===== src/rtl/core/salc_ram.sv =====
// Generic single-port-write, single-port-read RAM with registered read data.
`default_nettype none
module salc_ram #(
	parameter int WIDTH = 8,
	parameter int DEPTH = 16
) (
	input  wire logic                                  clk,
	input  wire logic                                  we,
	input  wire logic [(DEPTH > 1 ? $clog2(DEPTH) : 1)-1:0] waddr,
	input  wire logic [WIDTH-1:0]                      wdata,
	input  wire logic [(DEPTH > 1 ? $clog2(DEPTH) : 1)-1:0] raddr,
	output logic      [WIDTH-1:0]                      rdata
);
	logic [WIDTH-1:0] mem [DEPTH];

	always_ff @(posedge clk) begin
		if (we) begin
			mem[waddr] <= wdata;
		end
		rdata <= mem[raddr];
	end
endmodule
`default_nettype wire


===== config.mk =====
export PLATFORM = sky130hd
export DESIGN_NAME = salc_ram
export DESIGN_NICKNAME = d
export VERILOG_FILES = /design/src/rtl/core/salc_ram.sv
export SDC_FILE = /design/constraint.sdc
export NUM_CORES = 1
export LEC_CHECK = 0
export ABC_AREA = 1
export BUFFER_PORTS_ARGS = -buffer_cell sky130_fd_sc_hd__buf_2
export CAP_MARGIN = 20
export CELL_PAD_IN_SITES_DETAIL_PLACEMENT = 1
export CELL_PAD_IN_SITES_GLOBAL_PLACEMENT = 1
export CORE_AREA = 3 3 131 133
export CTS_BUF_LIST = sky130_fd_sc_hd__clkbuf_16
export CTS_CLUSTER_SIZE = 12
export DETAILED_ROUTE_END_ITERATION = 12
export DIE_AREA = 0 0 134 136
export PLACE_DENSITY_LB_ADDON = 0.1
export SYNTH_ARGS = -nofsm -noshare
export SYNTH_HDL_FRONTEND = slang
export SYNTH_SLANG_ARGS = --single-unit

===== constraint.sdc =====
create_clock -name clk -period 1.2 [get_ports clk]
set_clock_uncertainty 0.1 [all_clocks]
set_input_delay 0.06 -clock clk [delete_from_list [all_inputs] [get_ports clk]]
set_output_delay 0.06 -clock clk [all_outputs]
set_load 0.005 [all_outputs]

# Yosys cells after proc, flatten, opt, wreduce, memory -nomap -nowiden
# Memory sizes are Yosys's and may differ from the RTL's. A register that Yosys moved wholly into a read port is not among the register bits.
# Index checks and enable logic that the tools add are counted.
# classes
mux	2
# op_table
op	n
$mux 1	2
# totals
mem_bits_rw	128
reg_bits	0
n_memories	1
output_inout_bits	8
word_cells	3
# mem_list
name	words	word_bits	read_ports	rd_ports_with_merged_regs	write_ports	line_no	text
mem	16	8	1	1	1	14	logic [WIDTH-1:0] mem [DEPTH];

# Longest topological paths before layout
# depth
ltp_word	2
mapped_depth	8
ltp_nobuf	7

# Worst setup path after synthesis
# Ideal clock, no wire load.
# synth_path
kind	input-to-reg
from	in waddr[3] in the netlist's numbering
to	mem mem[4][0] (enable)
required_time_ns	0.730
path_buffers	0
t_arrival_ns	0.641
stages	2
slack_ns	0.089
path_cell_list	nand3b_1 nor2_1
# synth_lines
element	line_no	text
start: declaration	9	input wire logic [(DEPTH > 1 ? $clog2(DEPTH) : 1)-1:0] waddr,
end: declaration	14	
# No word-level cell before the write port.

# Final worst setup path
# layout_path
from	reg rdata[6], read port of mem
to	out rdata[6]
# layout_lines
element	line_no	text
start: declaration	12	output logic [WIDTH-1:0] rdata
# No word-level cell between the ends.

==> qor_table.md <==
| Metric | Value | Unit |
|:---|:---|:---|
| Clock Sink Count | 136 | - |
| Number of nets in the synthesized netlist | 569 | - |
| Headroom to the max-slew limit | 72.07 | % |
| Transition time at the pin with the least slew margin | 0.4190 | ns |
| Total setup buffers inserted after CTS | 0 | - |
| Placed wire-length estimate after detailed placement | 9956 | um |
| Final Cycle Share | 94.17 | % |
| Synthesized flop and latch total | 136 | - |
| Power Dens Cells | 1617 | mW/mm2 |
| Arrival time at the worst endpoint | 0.97 | ns |
| Result of the run | complete, no violations | - |
| YS warnings | 0 | - |
| Crit-path cells | buf_2 | - |
| Final number of max-transition violations | 0 | - |
| Root Driver | sky130_fd_sc_hd__clkbuf_16 | - |
| Clock latency at the later pin of the worst-skew pair | 0.42 | ns |
| Layout cells sized above 1 | 14.47 | % |
| Unrepaired setup endpoints after global routing | false | - |
| Max VDD drop | 0.0009698 | V |
| Height of the die | 136 | um |
| Yosys top cell area share | 66.65 | % |
| Global-route wire length before repair | 23,760 | um |
| Number of placed I/O pins | 26 | - |
| Pre-CTS worst setup slack | -0.09962 | ns |
| Global routing usage summed across all routing layers | 17.88 | % |
| Count of input and output buffers | 25 | - |
| Routed length per placed instance | 18.43 | um |
| RePlAce Congestion | 0.7720 | - |
| Post-synthesis average cell area | 10.47 | um2 |
| Startpoint-to-endpoint class of the critical path | reg2out | - |
| Antenna-violating nets left | 0 | - |
| Class of the tightest hold or removal check | in2reg | - |
| Biggest cell delay along the critical path | 0.40 | ns |
| Synth Cell Area | 0.005767 | mm2 |
| Setup violators final | 0 | - |
| Number of different library cells in the post-synthesis netlist | 12 | - |
| Critical path launch point type | flip-flop | - |
| Vias per Instance | 4.690 | - |
| H-Tree Depth | 4 | - |
| Most frequent standard cell in the layout excluding fill and tap cells | sky130_fd_sc_hd__nand2_1 | - |
| Top cell family by delay on the critical path | flip-flops | - |
| Final WL | 15,440 | um |
| Data required time of the worst path | 1.04 | ns |
| Largest area contributor in the netlist | sky130_fd_sc_hd__edfxtp_1 | - |
| Count of maximum capacitance violations | 0 | - |
| Cell leakage power | 3.022 | nW |
| Time the final worst path needs with I/O delays and setup | 1.130 | ns |
| Initial Utilization | 36.17 | % |
| Final Hold Vio Count | 0 | - |
| Placement Rows | 46 | - |
| Post-layout nets | 627 | - |
| ANT cells | 0 | - |
| Area grow syn2layout | 21.09 | % |
| Worst path bufs/invs | 1 | - |
| Clock Pin Slew Worst Setup and Hold Paths | 0.06 | ns |
| Worst setup EP type | output pin | - |
| Cell with the largest stage delay on the worst path | sky130_fd_sc_hd__dfxtp_1 | - |
| Clock tree buffer depth | 2 | - |
| Die Width | 134 | um |
| Commonest cells after routing, fill and taps aside | 173 x sky130_fd_sc_hd__nand2_1, 128 x sky130_fd_sc_hd__edfxtp_1, 101 x sky130_fd_sc_hd__inv_1 | - |
| Via count of the first global-routing pass | 3,988 | - |
| Full die area | 0.01822 | mm2 |
| CTS tree | yes | - |
| Maximum number of pins on one net before global-route repair | 51 | - |
| Worst hold slack | 0.01301 | ns |
| DR pass1 iterations | 7 | - |
| Most area-consuming cells after synthesis | sky130_fd_sc_hd__edfxtp_1 67%, sky130_fd_sc_hd__nand2_1 11%, sky130_fd_sc_hd__nand3_1 8.4% | - |
| Drc violations | 0 | - |
| DRC violation total after the first TritonRoute iteration | 225 | - |
| Routed vias | 3,930 | - |
| Top fanout value on the critical path | 1 | - |
| Sum of overflow across all layers after global routing | 0 | - |
| Synthesized netlist cell count | 551 | - |
| Number of buffers inserted during clock tree synthesis | 17 | - |
| Sequential area share after synthesis | 69.43 | % |
| Peak Freq | 884.9 | MHz |
| Initial antenna violation count | 0 | - |
| Area of the placeable core | 0.01594 | mm2 |
| Slack of the critical path | 0.06997 | ns |
-- state kept, by name, indices dropped and copies added (netlist names) --
name	count
mem	128
rdata	8
-- cells by family (layout without fill, tap and decap cells) --
| group | count (synthesis) | after routing | share of synthesized area (%) |
|---|---|---|---|
| AND/OR/NAND/NOR | 289 | 289 | 21.05 |
| buffers and inverters | 126 | 197 | 9.525 |
| flip-flops | 136 | 136 | 69.43 |
-- where the power goes --
part	internal [mW]	switching, mW
sequential	5.31	0.0389
clock	3.23	1.96
combinational	0.250	0.501
-- stage by stage --
stage	cell area, um2	util, %	power (mW)	setup TNS, ns	instances
floorplan	5767	-	5.812	0	551
global placement	6296	39.49	6.172	-0.2321	798
detailed placement	6296	39.49	6.187	-0.3127	798
CTS	6963	43.67	11.42	0	838
global route	6983	43.80	11.69	0	838
finish	6983	43.80	11.29	0	838
-- path summary, 6_finish.rpt --
kind | startpoint | end | slack, ns | cells after the start
worst min-delay path | wdata[4] | mem[10][4]$_DFFE_PP_ | 0.01 | 1
worst min register to register | mem[10][6]$_DFFE_PP_ | rdata[6]$_DFF_P_ | 0.59 | 6
worst max register to register | mem[7][0]$_DFFE_PP_ | rdata[0]$_DFF_P_ | 0.08 | 6
worst max-delay path | rdata[6]$_DFF_P_ | rdata[6] | 0.07 | 1
-- per-layer routing --
layer  GRT usage [%]  routed length [um]  vias to the layer above  share of wire [%]
li1                -                   -                     1887                  -
met1           24.71                7569                     1978                 49
met2           28.44                7288                       48                 47
met3           3.701                 386                       17                2.5
met4           5.714                 199                        0                1.3
met5               0                   0                        -                  0
-- cell usage after synthesis, drive strengths merged --
cell / count
buf: 24
dfxtp: 8
nor2: 17
edfxtp: 128
inv: 102
nand3b: 2
nand3: 97
nand2: 173
-- repair_timing --
item,4_1_cts,5_1_grt
hold buffers,8,0
endpoints found under the setup margin,0,2
hold endpoints to repair,96,0
resized for setup,0,4
-- cell type report --
| cell class | count | area [um2] |
|---|---|---|
| multi-input combinational | 289 | 1234 |
| clock buffer | 17 | 425.4 |
| timing repair buffer | 63 | 505.5 |
| tap | 216 | 270.3 |
| sequential | 136 | 4004 |
| fill | 1768 | 8960 |
| clock inverter | 15 | 161.4 |
| inverter | 102 | 382.9 |
(Power assumes the default switching activity.)
