$ cat src/rtl/core/salc_pkg.sv
// Shared types and codes for the set-associative LRU cache tag store.
`default_nettype none
package salc_pkg;

	// Access kinds carried by a request
	localparam logic [1:0] MODE_LOAD   = 2'd0;
	localparam logic [1:0] MODE_STORE  = 2'd1;
	localparam logic [1:0] MODE_MODIFY = 2'd2;
	localparam logic [1:0] MODE_NONE   = 2'd3;

	// Register map: index is paddr[3:2]
	localparam int          PADDR_W         = 4;
	localparam logic [1:0]  REG_SET_BITS    = 2'd0;
	localparam logic [1:0]  REG_OFFSET_BITS = 2'd1;
	localparam logic [1:0]  REG_ACTIVE_WAYS = 2'd2;

	localparam logic [2:0]  SET_BITS_RST    = 3'd0;
	localparam logic [5:0]  OFFSET_BITS_RST = 6'd0;
	localparam logic [2:0]  ACTIVE_WAYS_RST = 3'd4;

	typedef struct packed {
		logic [2:0] set_index_bits;
		logic [5:0] offset_bits;
		logic [2:0] active_ways;
	} cfg_t;

	typedef struct packed {
		logic hit;
		logic evict;
	} lookup_t;

endpackage
`default_nettype wire

$ cat src/rtl/core/salc_cfg.sv
// APB configuration registers of the cache tag store.
`default_nettype none
module salc_cfg (
	input  wire logic                        clk,
	input  wire logic                        arst_n,
	input  wire logic                        psel,
	input  wire logic                        penable,
	input  wire logic                        pwrite,
	input  wire logic [salc_pkg::PADDR_W-1:0] paddr,
	input  wire logic [31:0]                 pwdata,
	output logic      [31:0]                 prdata,
	output logic                             pready,
	output salc_pkg::cfg_t                   cfg
);
	import salc_pkg::*;

	cfg_t       cfg_q;
	logic       wr_en;
	logic [1:0] reg_idx;

	assign reg_idx = paddr[3:2];
	assign wr_en   = psel && penable && pwrite;
	assign pready  = 1'b1;
	assign cfg     = cfg_q;

	always_ff @(posedge clk or negedge arst_n) begin
		if (!arst_n) begin
			cfg_q.set_index_bits <= SET_BITS_RST;
			cfg_q.offset_bits    <= OFFSET_BITS_RST;
			cfg_q.active_ways    <= ACTIVE_WAYS_RST;
		end else if (wr_en) begin
			unique case (reg_idx)
				REG_SET_BITS:    cfg_q.set_index_bits <= pwdata[2:0];
				REG_OFFSET_BITS: cfg_q.offset_bits    <= pwdata[5:0];
				REG_ACTIVE_WAYS: cfg_q.active_ways    <= pwdata[2:0];
				default: ;
			endcase
		end
	end

	always_comb begin
		unique case (reg_idx)
			REG_SET_BITS:    prdata = {29'd0, cfg_q.set_index_bits};
			REG_OFFSET_BITS: prdata = {26'd0, cfg_q.offset_bits};
			REG_ACTIVE_WAYS: prdata = {29'd0, cfg_q.active_ways};
			default:         prdata = 32'd0;
		endcase
	end
endmodule
`default_nettype wire

$ cat config.mk
export PLATFORM = sky130hd
export DESIGN_NAME = salc_cfg
export DESIGN_NICKNAME = d
export VERILOG_FILES = /design/src/rtl/core/salc_pkg.sv /design/src/rtl/core/salc_cfg.sv
export SDC_FILE = /design/constraint.sdc
export NUM_CORES = 1
export LEC_CHECK = 0
export ABC_AREA = 1
export ABC_CLOCK_PERIOD_IN_PS = 810
export BUFFER_PORTS_ARGS = -buffer_cell sky130_fd_sc_hd__buf_2
export CORE_MARGIN = 1
export CORE_UTILIZATION = 31
export CTS_CLUSTER_DIAMETER = 60
export DETAILED_ROUTE_END_ITERATION = 10
export GPL_TIMING_DRIVEN = 1
export HOLD_SLACK_MARGIN = 0.12
export PLACE_DENSITY = 0.75
export SYNTH_ARGS = -nofsm -noshare
export SYNTH_HDL_FRONTEND = slang
export SYNTH_SLANG_ARGS = --single-unit
$ cat constraint.sdc
create_clock -name clk -period 0.81 [get_ports clk]
set_clock_uncertainty 0.15 [all_clocks]
set_input_delay 0.1215 -clock clk [delete_from_list [all_inputs] [get_ports clk]]
set_output_delay 0.1215 -clock clk [all_outputs]
set_load 0.005 [all_outputs]
### Word level (Yosys, flattened, before mapping)

Index checks and enable logic that the tools add are counted.

| storage, ports and cells | value |
|---|---|
| memories | 0 |
| latch bits | 0 |
| input bits | 41 |
| bits in registers | 12 |
| output and inout bits | 45 |
| bits in read-only memories | 0 |
| memory bits (writable) | 0 |

| operators by class | value |
|---|---|
| reduce and logical (&&, ||, !) cells | 6 |
| bitwise gates (word level) | 0 |
| add/subtract/negate cells | 0 |
| equality and inequality tests | 2 |
| $lt $le $gt $ge | 0 |
| shifts and indexed selects | 0 |
| muxes and demuxes | 1 |
| $mul | 0 |
| div/mod/pow operators | 0 |

Operators with widths:

| operator | number |
|---|---|
| $pmux W6 S3 | 1 |
| $reduce_and A2 Y1 | 3 |
| $eq A2 B1 Y1 const B | 1 |
| $eq A2 B2 Y1 const B | 1 |
| $logic_and A1 B1 Y1 | 2 |
| $logic_not A2 Y1 | 1 |

### Depth between registers and ports, before layout

| logic depth | value |
|---|---|
| depth in word-level cells | 3 |
| mapped depth | 6 |

### Worst setup path after synthesis

Ideal clock, no wire load.

| timing path | value |
|---|---|
| kind | reg2out |
| start | register cfg_q, in the netlist cfg[2] |
| end | output prdata[2] |
| arrival time | 0.654 ns |
| required time | 0.539 ns |
| stages on the path, launching flop included | 3 |
| slack | -0.116 ns |
| path through | dfstp_2 > nand2_1 > nand3_1 |

| on the way | value |
|---|---|
| longest elaborated chain between the ends | 1 |

Ends and longest elaborated chain:

| item | line | text |
|---|---|---|
| start: declaration | salc_cfg.sv:17 | `cfg_t cfg_q;` |
| $pmux W6 S3 | salc_cfg.sv:42 | `unique case (reg_idx)` |
| end: declaration | salc_cfg.sv:11 | `output logic [31:0] prdata,` |

No other way between the ends.

### Worst setup path after layout

Ends and elaborated chain as after synthesis.

==> results.yml <==
final_layout:
  fin_nets: 201
  utilization_pct: 46.90
  layout_common_cells: "nand2_1 (38), conb_1 (27), buf_2 (22)"
  drive_gt1_share_pct: 44.03
  diodes: 0
  largest_reg_flops: 12
  final.fill_count: 245
  seq_area_sq_um: 301.5
  syn_to_final_growth_pct: 41.75
  multi_input_area_sq_um: 421.7
  layout_commonest_cell: "nand2_1"
power:
  p_comb_share_pct: 40.3
  vdd_drop_max_uv: 734.8
  power_leakage_uw: 0.0007008
  p_int_uw: 1518
  report.power.total_uw: 2167
  powerDensity_nw_per_um2: 1849
  p_sw_uw: 649.4
  swShare_pct: 29.96
  seqPwrFrac_pct: 38.0
  power_frac_clock_pct: 21.7
clock_tree:
  clk_path_buf_depth: 2
  clock-root-buffer: "clkbuf_4"
  cts_tree: "yes"
  cts_buffers: 3
  htreeDepth: 1
  holdBufCountCts: 1
  cts.sinks: 12
  insertion_delay_ns: 0.27
  clkSlewWorstSetupHoldPaths_ns: 0.07
outcome:
  violations: "negative hold slack, negative setup slack"
  run_status: "finished, violations left"
route:
  wl_met2_microns: 951
  maxUsedRoutingLayer: "met4"
  met3_length_microns: 90
  routed_via_density: 3.937
  drcViolationCount: 0
  met1_length_microns: 708
  ant_nets: 0
  drt_iter0_drc: 16
  wirelength_mm: 1.791
  num_vias: 744
  post_drt_wl_per_cell_microns: 9.476
  dr.pass1.iters: 4
hold_path:
  min_path_type: "input pin to flop"
  min_delay_path_depth: 3
sta:
  rsz0062_at_grt: "yes"
  tns_ns: -7.197
  whs_ns: -0.1059
  slew_viol_final: 0
  post-route-period-util_pct: 158.8
  hold_viol: 12
  setup_violations: 26
  worst_slack_ns: -0.4765
  min_period_ns: 1.287
  fmax_mhz: 777.3
logic_synthesis:
  yosys.area.top_type: "dfrtp_1"
  synthTopCellsByArea: "dfrtp_1 (33%), buf_4 (25%), nand2_1 (22%), dfstp_2 (3.2%), nand2_4 (2.7%)"
  ys_seq_area_share_pct: 36.46
  ys_ff_latch: 12
  synth.top_cell.area_share_pct: 33.28
  synth_area_sq_um: 827.0
  synth.distinct_cells: 13
  syn_area_per_cell_sq_um: 7.319
  ys_warn_count: 0
  syn_inst: 113
floorplan:
  dieArea_sq_um: 2878
  ios: 86
  row_count: 18
  core_sq_um: 2500
  die_h_microns: 53.65
  initial_core_util_pct: 33.08
  die_x_microns: 53.65
setup_path:
  cp.arrival_ns: 1.02
  path_class: "flop to output port"
  cp-start-kind: "flop"
  crit_path_max_fanout: 2
  cp-end-kind: "output port"
  reg2regPathDepth: 4
  required_ns: 0.54
placement:
  globalplace.congestion: 0.7921
  dp_slack_ns: -0.2350
  portBuffers: 30
  dp_hpwl_mm: 1.353
run:
  cap_violations: 0
global_route:
  grt_overflow: 0
  antenna_found_initial: 0
  first_global_vias: 616
  grt_pass1_wl_mm: 2.684
  grt_max_degree: 13
  grt_usage_pct: 13.38
-- stage by stage --
step	instance area, sq um	cells
floorplan	920.9	138
global placement	965.9	179
detailed placement	965.9	179
CTS	1120	187
global route	1172	189
finish	1172	189
-- final cells by class --
class	instances	share of cell area [%]
multi-input cells	91	35.97
repair buffers	44	29.46
flip-flops and latches	12	25.72
well taps	30	3.202
clock buffers	4	3.095
inverters	8	2.561
-- synthesized netlist by cell type --
master / number
buf_4: 27
conb_1: 2
dfrtp_1: 11
dfstp_2: 1
inv_1: 5
inv_2: 3
nand2_1: 48
nand2_2: 2
nand2_4: 2
nand3_1: 3
nand3_2: 1
nor2_1: 6
nor2_4: 2
-- worst max-delay path, stage by stage (launching register included) --
cell	delay [ns]
dfstp_2	0.54
nand2_2	0.05
nand3_2	0.05
buf_2	0.11
-- layer usage --
metal	vias up	GRT usage [%]
met3	5	1.977
li1	374	-
met4	0	7.895
met2	31	23.96
met1	334	14.85
met5	-	0
-- power groups by stage --
stage	Clock, uW	Sequential (uW)	Combinational (uW)
detailed placement	0	821	567
CTS	480	821	789
floorplan	0	836	298
finish	470	823	875
global route	499	839	975
global placement	0	816	553
-- path summary, 6_finish.rpt --
check	start	slack, ns	to
setup / recovery	cfg[2]$_DFFE_PN1P_	-0.48	prdata[2]
max in group asynchronous	arst_n	0.13	cfg[2]$_DFFE_PN1P_
setup reg to reg	cfg[1]$_DFFE_PN0P_	-0.16	cfg[1]$_DFFE_PN0P_
hold / removal	pwdata[3]	-0.11	cfg[6]$_DFFE_PN0P_
hold reg to reg	cfg[6]$_DFFE_PN0P_	0.35	cfg[6]$_DFFE_PN0P_
min in group asynchronous	arst_n	0.11	cfg[6]$_DFFE_PN0P_
-- cell families after synthesis --
group / synth area share (%)
other: 0.9081
buffers and inverters: 28.14
AND/OR/NAND/NOR: 34.49
flip-flops: 36.46
-- repair_timing --
action	4_1_cts	5_1_grt
setup buffers	3	4
resized for setup	19	13
hold endpoints to repair	24	18
gates cloned	0	0
pin swaps	10	6
endpoints found under the setup margin	25	28
(Power assumes the default switching activity.)
